<file path="config.mk">
export PLATFORM = sky130hd
export DESIGN_NAME = tpc_fifo
export DESIGN_NICKNAME = d
export VERILOG_FILES = /design/src/hw/rtl/tpc_pkg.sv /design/src/hw/rtl/tpc_fifo.sv
export SDC_FILE = /design/constraint.sdc
export NUM_CORES = 1
export LEC_CHECK = 0
export BUFFER_PORTS_ARGS = -buffer_cell sky130_fd_sc_hd__buf_2
export CAP_MARGIN = 20
export CORE_ASPECT_RATIO = 1.1
export CORE_MARGIN = 4
export CORE_UTILIZATION = 55
export DETAILED_ROUTE_END_ITERATION = 16
export PLACE_DENSITY = 0.78
export SETUP_SLACK_MARGIN = 0.02
export SYNTH_ARGS = -nofsm -noshare
export SYNTH_HDL_FRONTEND = slang
export SYNTH_SLANG_ARGS = --single-unit
export TNS_END_PERCENT = 100
</file>
<file path="constraint.sdc">
create_clock -name clock -period 15.15 [get_ports clock]
set_input_delay 0.7575 -clock clock [delete_from_list [all_inputs] [get_ports clock]]
set_output_delay 0.7575 -clock clock [all_outputs]
set_load 0.05 [all_outputs]
</file>
<file path="src/hw/rtl/tpc_pkg.sv">
// ----------------------------------------------------------------------------
// tpc_pkg
// shared types, widths and clip-case tables of the triangle plane clipper
// ----------------------------------------------------------------------------
package tpc_pkg;

   localparam int CW     = 32;              // coordinate width, q16.16
   localparam int NW     = 16;              // normal component width, q2.14
   localparam int OW     = 32;              // plane offset width, q16.16
   localparam int COLW   = 24;              // packed colour width
   localparam int FRAC   = 14;              // fraction bits of the normal
   localparam int PW     = NW + CW;         // one normal times coordinate product
   localparam int SW     = PW + 2;          // sum of three products
   localparam int DW     = SW - FRAC + 1;   // signed distance width
   localparam int TB     = 30;              // fraction bits of the edge parameter
   localparam int QD     = 4;               // queue depth
   localparam int QAW    = $clog2(QD);
   localparam int CSR_IW = 2;

   localparam logic signed [NW-1:0] NZ_RESET = NW'(16384);

   localparam logic [2:0] INS_NONE = 3'b000;

   // vertex indices
   localparam logic [1:0] VA = 2'd0;
   localparam logic [1:0] VB = 2'd1;
   localparam logic [1:0] VC = 2'd2;

   typedef enum logic [CSR_IW-1:0] {
      CSR_NORMAL_X     = 2'd0,
      CSR_NORMAL_Y     = 2'd1,
      CSR_NORMAL_Z     = 2'd2,
      CSR_PLANE_OFFSET = 2'd3
   } csr_idx_type;

   typedef logic signed [CW-1:0] coord_type;
   typedef coord_type [2:0] vert_type;       // [0] x, [1] y, [2] z
   typedef logic signed [DW-1:0] dist_type;

   typedef struct packed {
      logic signed [NW-1:0] nx;
      logic signed [NW-1:0] ny;
      logic signed [NW-1:0] nz;
      logic signed [OW-1:0] offset;
   } plane_type;

   typedef struct packed {
      vert_type [2:0]   v;
      dist_type [2:0]   d;
      logic [2:0]       ins;
      logic [COLW-1:0]  colour;
   } entry_type;

   typedef enum logic [2:0] {
      SEL_V0 = 3'd0,
      SEL_V1 = 3'd1,
      SEL_V2 = 3'd2,
      SEL_N1 = 3'd3,
      SEL_N2 = 3'd4
   } vsel_type;

   typedef struct packed {
      vsel_type a;
      vsel_type b;
      vsel_type c;
   } tri_sel_type;

   typedef struct packed {
      logic [1:0] s;    // inside vertex
      logic [1:0] e;    // outside vertex
   } edge_type;

   // end points of the two cut edges for an inside pattern
   function automatic edge_type edge_ends(input logic [2:0] ins, input logic k);
      edge_type r;
      r.s = VA;
      r.e = VB;
      case (ins)
         3'b001: begin r.s = VA; r.e = k ? VC : VB; end
         3'b010: begin r.s = VB; r.e = k ? VC : VA; end
         3'b100: begin r.s = VC; r.e = k ? VB : VA; end
         3'b011: begin r.s = k ? VB : VA; r.e = VC; end
         3'b101: begin r.s = k ? VC : VA; r.e = VB; end
         3'b110: begin r.s = k ? VC : VB; r.e = VA; end
         default: begin r.s = VA; r.e = VB; end
      endcase
      return r;
   endfunction

   function automatic logic two_pieces(input logic [2:0] ins);
      return (ins inside {3'b011, 3'b101, 3'b110});
   endfunction

   // vertex order of each result triangle, winding kept
   function automatic tri_sel_type tri_plan(input logic [2:0] ins, input logic piece);
      tri_sel_type r;
      r = '{SEL_V0, SEL_V1, SEL_V2};
      case (ins)
         3'b001: r = '{SEL_V0, SEL_N1, SEL_N2};
         3'b010: r = '{SEL_N1, SEL_V1, SEL_N2};
         3'b100: r = '{SEL_N1, SEL_N2, SEL_V2};
         3'b011: r = piece ? tri_sel_type'{SEL_N1, SEL_V1, SEL_N2}
                           : tri_sel_type'{SEL_V0, SEL_V1, SEL_N1};
         3'b101: r = piece ? tri_sel_type'{SEL_N1, SEL_N2, SEL_V2}
                           : tri_sel_type'{SEL_V0, SEL_N1, SEL_V2};
         3'b110: r = piece ? tri_sel_type'{SEL_N1, SEL_V2, SEL_N2}
                           : tri_sel_type'{SEL_N1, SEL_V1, SEL_V2};
         default: r = '{SEL_V0, SEL_V1, SEL_V2};
      endcase
      return r;
   endfunction

endpackage

</file>
<file path="src/hw/rtl/tpc_fifo.sv">
// ----------------------------------------------------------------------------
// tpc_fifo
// short queue of classified triangles between front and back
// ----------------------------------------------------------------------------
module tpc_fifo (
   input  logic                clock,
   input  logic                reset,
   input  logic                push,
   input  tpc_pkg::entry_type  wdata,
   input  logic                pop,
   output logic                full,
   output logic                rvalid,
   output tpc_pkg::entry_type  rdata
);
   import tpc_pkg::*;

   entry_type       mem [QD];
   logic [QAW-1:0]  wr_ptr_ff;
   logic [QAW-1:0]  rd_ptr_ff;
   logic [QAW:0]    count_ff;
   logic [QAW:0]    count_in;

   assign full     = (count_ff == (QAW+1)'(QD));
   assign rvalid   = (count_ff != '0);
   assign rdata    = mem[rd_ptr_ff];
   assign count_in = count_ff + (QAW+1)'(push) - (QAW+1)'(pop);

   always_ff @(posedge clock) begin
      if (reset) begin
         wr_ptr_ff <= '0;
         rd_ptr_ff <= '0;
         count_ff  <= '0;
      end else begin
         if (push) wr_ptr_ff <= wr_ptr_ff + 1'b1;
         if (pop) rd_ptr_ff <= rd_ptr_ff + 1'b1;
         count_ff <= count_in;
      end
   end

   always_ff @(posedge clock) begin
      if (push) mem[wr_ptr_ff] <= wdata;
   end

   a_no_overflow: assert property (@(posedge clock) disable iff (reset) push |-> !full)
      else $error("queue push while full");
   a_no_underflow: assert property (@(posedge clock) disable iff (reset) pop |-> rvalid)
      else $error("queue pop while empty");

endmodule

</file>
## Yosys cells after proc, flatten, opt, wreduce, memory -nomap -nowiden

Memories as Yosys holds them, arrays and structs flattened. A register that Yosys moved wholly into a read port is not among the register bits.
Cells that the tools add are included.

| operators by class | value |
|---|---|
| add/subtract/negate cells | 4 |
| equal/unequal tests | 1 |
| mux-type cells | 4 |
| reductions and logical operators | 1 |

Operators by type and width:

| kind | count |
|---|---|
| adder 2 x 1 -> 2 bit (second input constant) | 2 |
| 2-to-1 mux 2 bit | 2 |
| adder 3 x 1 -> 3 bit | 1 |
| == test 3 bit (second input constant) | 1 |
| nonzero test 3 bit | 1 |
| subtractor 3 x 1 -> 3 bit | 1 |
| 2-to-1 mux 1 bit | 2 |

| storage, ports and cells | value |
|---|---|
| output and inout bits | 428 |
| memories | 1 |
| bits in registers | 7 |
| input port bits | 430 |
| word-level logic and storage cells | 14 |
| RAM bits | 1704 |

Memories:

| name | words | bits a word | read ports | clocked after memory_dff | write ports | line | RTL |
|---|---|---|---|---|---|---|---|
| mem | 4 | 426 | 1 | 1 | 1 | tpc_fifo.sv:17 | `entry_type mem [QD];` |

## Depth between registers and ports, before layout

Gate-level depths: netlist of the first run.

| depth | value |
|---|---|
| word-level depth | 3 |
| gate-level depth with buffers | 7 |
| gate-level depth less buffers | 7 |

## Least setup slack after synthesis of the first run

OpenSTA, ideal clock, no wires.

| timing | value |
|---|---|
| kind | input to register |
| from | input push |
| to | memory mem[0][0] (netlist bit), enable pin |
| buffers on the path | 0 |
| data arrival time | 10332 ps |
| stages | 1 |
| data required time | 14307 ps |
| setup time | 843 ps |
| setup slack | 3975 ps |
| cells stage by stage | and2_1 |

| between the ends | value |
|---|---|
| word-level cells in the longest chain between the ends | 2 |

Ends and longest elaborated chain:

| what | line | RTL |
|---|---|---|
| from (decl) | tpc_fifo.sv:8 | `input logic push,` |
| 2-to-1 mux 1 bit | tpc_fifo.sv:41 | `if (push) mem[wr_ptr_ff] <= wdata;` |
| 2-to-1 mux 1 bit (implied by the code) | tpc_fifo.sv:41 |  |
| to (decl) | tpc_fifo.sv:17 |  |

Every way passes these cells.

==> run summary, run 1 <==
Drt total wl - 146000 microns
Total GRT Usage - 0.248
Post-CTS Setup Bufs - 0
Setup Skew - 20.9 ps
Final setup fails - 0
Clock sink total - 1713
Die width - 328 microns
Gr ovfl total - 0
Run status - complete, no violations
Post-Syn Area - 61800 sq um
Commonest cells after routing, fill and taps aside - edfxtp_1, buf_2, mux4_2
Routed vias - 29.1k
Drt drc - 0
Detailed-route wire length per cell - 29.6 microns
Iteration-0 DRC Markers - 2970
Worst slew margin - 0.149
Hold_ws - 172 ps
CP Data Required Time - 14390 ps
Mapped Cells - 2267
Unique masters post-synth - 22
CTS tree - done
#FFs+latches synth - 1713
Post-cts hold buffer count - 0
Peak VDD IR - 0.136 mV
Crit-path slowest cell - buf_4
H-Tree Depth - 4
Yosys warnings - 0
Clk_lat worst skew - 800 ps
Worst EP arrival - 4470 ps
Crit-path max FO - 106
First-pass GRT wire length - 213000 microns
RSZ-0062 raised after global routing - false
Slew @ Worst Pin - 1280 ps
Syn Nets - 2704
Total die area - 118000 sq um
Fin nets - 3654
Max Cap Viol - 0
Setup TNS - 0 ps
Vias in the first global route - 31.1k
Core area - 111000 sq um
Worst Hold Class - in2reg
Final hold vios - 0
Fill cells - 6885
Vias per cell - 5.90
Final period utilization - 0.345
I/O Pins - 858
Worst Setup End Kind - output port
Placed Instance Area - 67700 sq um
Final non-filler cell area - 73100 sq um
Layout area overhead - 18.3%
PortBufs - 857
Pwr/cell area - 150 nW/um^2
Final Slew Violations - 0
DRT Pass-1 Iters - 5
Initial Util - 0.556
Min Tclk post-route - 5230 ps
Root Driver - clkbuf_16
Type of the worst setup path - reg2out
Cts bufs inserted - 160
Seq/Total Area, Yosys - 0.831
Row cnt - 128
Max frequency - 191 MHz
Fin util - 0.658
Critical Path Most Common Cell - buf_4
Routability-driven placement congestion ratio - 0.806
# resized after CTS - 0
Post-DP HPWL - 86000 microns
Clk slew on worst S/H paths - 60 ps
Antenna violations before repair - 92
Share of layout cells above drive strength 1 - 0.457
Critical-path cell list - buf_4 -> buf_4 -> buf_12 -> mux4_2 -> buf_2
P_leak - 24.3 nW
Type of origin of the critical path - register
Commonest non-fill, non-tap cell in the layout - edfxtp_1
Syn avg cell area - 27.3 sq um
Largest net degree at the start of global routing - 156
Die span in y - 360 microns
Clk buf depth - 3
Final ANT Viol Nets - 0
Slowest stage delay, CP - 770 ps
-- critical path, delay by kind of cell, from the launching register on --
kind	cells	cell delay, ps
buffers and inverters	4	2380
flip-flops	1	470
multiplexers	1	620
-- synth_stat cells --
cell type / number / area share
inv_1: 6 / 0.00036
xor3_1: 1 / 0.00038
a21oi_1: 1 / 0.000081
nor2b_1: 2 / 0.00020
buf_1: 6 / 0.00036
and2_1: 4 / 0.00040
mux4_2: 426 / 0.16
nor2_1: 5 / 0.00030
buf_2: 32 / 0.0026
nand3b_1: 1 / 0.00012
xnor2_1: 2 / 0.00028
and3_1: 1 / 0.00010
ha_1: 6 / 0.0012
dfxtp_1: 9 / 0.0029
a21bo_2: 1 / 0.00016
mux2i_1: 1 / 0.00016
buf_4: 21 / 0.0026
edfxtp_1: 1704 / 0.83
clkbuf_1: 20 / 0.0012
or3_1: 1 / 0.00010
buf_6: 16 / 0.0029
fa_1: 1 / 0.00032
-- where the power goes --
part | switching (W) | leakage, nW | internal, W
logic | 0.00109 | 6.04 | 0.000423
clock network | 0.00171 | 2.50 | 0.00221
registers | 0.0000664 | 15.7 | 0.00546
-- layer usage --
metal | global-route usage | part of all wire | routed length [microns] | vias up
li1 | - | - | - | 11900
met1 | 0.294 | 0.32 | 47300 | 15248
met2 | 0.411 | 0.52 | 75900 | 1539
met3 | 0.0835 | 0.11 | 15600 | 359
met4 | 0.119 | 0.045 | 6540 | 42
met5 | 0 | 0.0018 | 256 | -
-- area by class of cell --
class	count	area (sq um)	area share
flip-flops and latches	1713	51400	0.702
repair buffers	883	4700	0.0643
diodes	85	213	0.00291
inverters	6	22.5	0.000308
well taps	1495	1870	0.0256
clock buffers	202	4200	0.0575
multi-input cells	453	9840	0.135
clock inverters	89	925	0.0126
-- metrics by stage --
stage | worst slack, ps | total power, W | instances
global route | 9450 | 0.0113 | 4883
global placement | 9890 | 0.00707 | 4546
finish | 9920 | 0.0110 | 4926
detailed placement | 9880 | 0.00711 | 4548
CTS | 8980 | 0.0110 | 4839
floorplan | 3980 | 0.00677 | 2267
-- state kept, by name (all words and copies together) (netlist names), named ones only --
register,count
count_ff,3
wr_ptr_ff,2
mem,1704
rd_ptr_ff,2
-- worst paths after layout --
| check | start | endpoint | slack (ps) | depth (start not counted) |
|---|---|---|---|---|
| worst min-delay path | wdata[81] | mem[3][81]$_DFFE_PP_ | 170 | 1 |
| worst max register to register | wr_ptr_ff[1]$_SDFFE_PP0P_ | mem[1][266]$_DFFE_PP_ | 11310 | 5 |
| worst max-delay path | register | rdata[252] | 9920 | 5 |
| worst min register to register | rd_ptr_ff[0]$_SDFFE_PP0P_ | register | 560 | 2 |
-- kinds of logic after synthesis --
| group | count (synthesis) | synth area share |
|---|---|---|
| xor+xnor | 3 | 0.000668 |
| compound gates | 2 | 0.000243 |
| flops | 1713 | 0.831 |
| buf+inv | 101 | 0.0100 |
| simple gates | 14 | 0.00124 |
| mux | 427 | 0.155 |
| fa+ha+maj | 7 | 0.00154 |
Note: power is estimated with default switching activity, not from simulation.
==> inputs of run 2 (changes only) <==
==> constraint.sdc (replaced) <==
create_clock -name clock -period 5.4 [get_ports clock]
set_input_delay 0.27 -clock clock [delete_from_list [all_inputs] [get_ports clock]]
set_output_delay 0.27 -clock clock [all_outputs]
set_load 0.05 [all_outputs]
==> run 2 against run 1 <==
Compared with the run above: cell count increased by 8.3%; first-iteration DRC count is 26% higher; die area is the same; final area is 5.7% higher; count of clock-buffer cells in the layout rose by 1; sequential cell count is the same; total power increased to 2.8 times the previous value; non-clock buffer count rose by 451; sequential power rose to 2.8 times the previous value; global-route usage is 3.3 points higher; critical path depth shrank 2; register-to-register slack worse by 8400 ps; critical path type unchanged; highest routed layer unchanged.
==> run summary, run 2 (synthesized netlist as in run 1, its figures left out) <==
Run status - complete, no violations
Gr ovfl total - 0 (unchanged)
Clock power frac - 0.347 (-0.011)
Pwr/cell area - 400 nW/um^2 (+170%)
Routed vias - 32.1k (+10%)
First-pass GRT wire length - 238000 microns (+12%)
Final Non-Filler Cells - 5337 (+8.3%)
H-Tree Depth - 4 (unchanged)
Worst Setup End Kind - output port
Worst EP arrival - 3400 ps (-1070 ps)
Antenna violations before repair - 47 (-49%)
Vias in the first global route - 34.2k (+9.8%)
Routability-driven placement congestion ratio - 0.849 (+5.3%)
Total GRT Usage - 0.281 (+0.0328)
Drt drc - 0 (unchanged)
Worst slew margin - 0.336 (+0.187)
Detailed-route wire length per cell - 31.3 microns (+5.8%)
Core area - 111000 sq um (unchanged)
Max frequency - 272 MHz
Iteration-0 DRC Markers - 3751 (+26%)
Type of origin of the critical path - register
P_leak - 26.0 nW (+7.3%)
PortBufs - 857 (unchanged)
CTS tree - done
CP endpoint - rdata[272]
Type of the worst setup path - reg2out
Worst Hold Class - in2reg
Setup TNS - 0 ps (unchanged)
Most flops, register - mem
Layout area overhead - 25.0%
I/O Pins - 858 (unchanged)
Final Slew Violations - 0 (unchanged)
Cts bufs inserted - 160 (unchanged)
Total die area - 118000 sq um (unchanged)
Design Power - 0.0309 W (+180%)
CP Data Required Time - 5130 ps (-9260 ps)
Net Sw Power - 0.00844 W (+190%)
Largest registers - mem (1704), count_ff (3)
Final hold vios - 0 (unchanged)
Comb pwr share - 0.150 (+0.012)
Peak VDD IR - 0.343 mV (+150%)
Die span in y - 360 microns (unchanged)
Share of layout cells above drive strength 1 - 0.407 (-0.0501)
Final ANT Viol Nets - 0 (unchanged)
Internal - 0.0224 W (+180%)
Post-DP HPWL - 88900 microns (+3.3%)
Pre-CTS WS - 2500 ps (-7380 ps)
Root Driver - clkbuf_16
Switch share - 0.273 (+0.0113)
Final period utilization - 0.680
DRT Pass-1 Iters - 6 (+1)
Crit-path max FO - 67 (-37%)
Drt total wl - 167000 microns (+15%)
Clk_lat worst skew - 820 ps (+20 ps)
Setup WS post-layout - 1730 ps (-8190 ps)
Fin util - 0.695 (+0.0372)
Fin nets - 4105 (+12%)
Commonest cells after routing, fill and taps aside - edfxtp_1, buf_2, dlygate4sd3_1
Initial Util - 0.556 (unchanged)
Cells on worst reg2reg path - 4 (-1)
Reg2reg setup slack - 2950 ps (-8360 ps)
Final setup fails - 0 (unchanged)
Largest net degree at the start of global routing - 131 (-16%)
Hold path start - wdata[10]
Vias per cell - 6.02 (+1.9%)
Clk buf depth - 3 (unchanged)
Slew @ Worst Pin - 996 ps (-280 ps)
Clk slew on worst S/H paths - 60 ps (about the same)
Critical R2R Launch - wr_ptr_ff[0]$_SDFFE_PP0P_
Die width - 328 microns (unchanged)
Clock sink total - 1713 (unchanged)
Max reg flops - 1704 (unchanged)
Min Tclk post-route - 3670 ps
Setup Skew - 45.9 ps (+24.9 ps)
Fill cells - 6305 (-8.4%)
Row cnt - 128 (unchanged)
Commonest non-fill, non-tap cell in the layout - edfxtp_1
Max Cap Viol - 0 (unchanged)
R2r endpoint - mem[0][62]$_DFFE_PP_
RSZ-0062 raised after global routing - false
Post-CTS Setup Bufs - 0 (unchanged)
Flop pwr share - 0.503 (about the same)
Cell count after placement - 4571 (+0.51%)
## run 2: cell count changes in the layout (fill, tap and decap cells not counted), sizes merged
| cell | before | now |
|---|---|---|
| buf | 883 | 904 |
| bufinv | 13 | 4 |
| clkbuf | 202 | 203 |
| clkinv | 65 | 70 |
| clkinvlp | 1 | 3 |
| diode | 85 | 50 |
| dlygate4sd3 | 0 | 430 |
| inv | 16 | 12 |
## run 2: critical path, stage by stage, from the launching register on
cell and delay [ps]:
dfxtp_4 990, buf_12 540, mux4_2 670, buf_2 250
## run 2: worst min-delay path by stage
stage / to / slack, ps / cells after the start
2_1_floorplan: count_ff[0]$_SDFF_PP0_ / 340 / 1
3_3_place_gp: mem[0][76]$_DFFE_PP_ / 480 / 1
3_5_place_dp: mem[1][215]$_DFFE_PP_ / 490 / 1
4_1_cts: mem[2][2]$_DFFE_PP_ / 140 / 2
5_1_grt: mem[2][142]$_DFFE_PP_ / 200 / 2
6_report: mem[3][10]$_DFFE_PP_ / 210 / 2
## run 2: layer usage
| metal | global-route usage | wire length, microns | up-vias |
|---|---|---|---|
| li1 | - | - | 12766 |
| met4 | 0.141 | 9620 | 6 |
| met2 | 0.487 | 88400 | 2216 |
| met5 | 0 | 40 | - |
| met3 | 0.0750 | 16000 | 449 |
| met1 | 0.323 | 52800 | 16678 |
## run 2: area by class of cell
| type | instances | area [sq um] | area share |
|---|---|---|---|
| Antenna cell | 50 | 125 | 0.00162 |
| Clock buffer | 203 | 4190 | 0.0542 |
| Clock inverter | 83 | 684 | 0.00886 |
| Inverter | 6 | 22.5 | 0.000291 |
| Multi-Input combinational cell | 453 | 9840 | 0.127 |
| Sequential cell | 1713 | 51400 | 0.665 |
| Tap cell | 1495 | 1870 | 0.0242 |
| Timing Repair Buffer | 1334 | 9180 | 0.119 |
## run 2: power by group through the flow
| stage | Sequential [W] | Combinational, W | Clock (W) |
|---|---|---|---|
| 6_report | 0.0155 | 0.00463 | 0.0107 |
| 5_1_grt | 0.0156 | 0.00477 | 0.0115 |
| 4_1_cts | 0.0155 | 0.00457 | 0.0107 |
| 3_5_place_dp | 0.0158 | 0.00424 | 0 |
| 3_3_place_gp | 0.0157 | 0.00418 | 0 |
| 2_1_floorplan | 0.0157 | 0.00307 | 0 |
## run 2: stage by stage
| stage | hold WS, ps | area [sq um] |
|---|---|---|
| floorplan | 342 | 61800 |
| detailed placement | 486 | 68000 |
| CTS | 144 | 77100 |
| finish | 209 | 77300 |
| global placement | 478 | 68000 |
| global route | 195 | 77200 |
## run 2: timing repair
item / CTS / global route
endpoints found under the hold margin: 1713 / 0
resized for setup: 0 / 0
hold buffers: 430 / 0
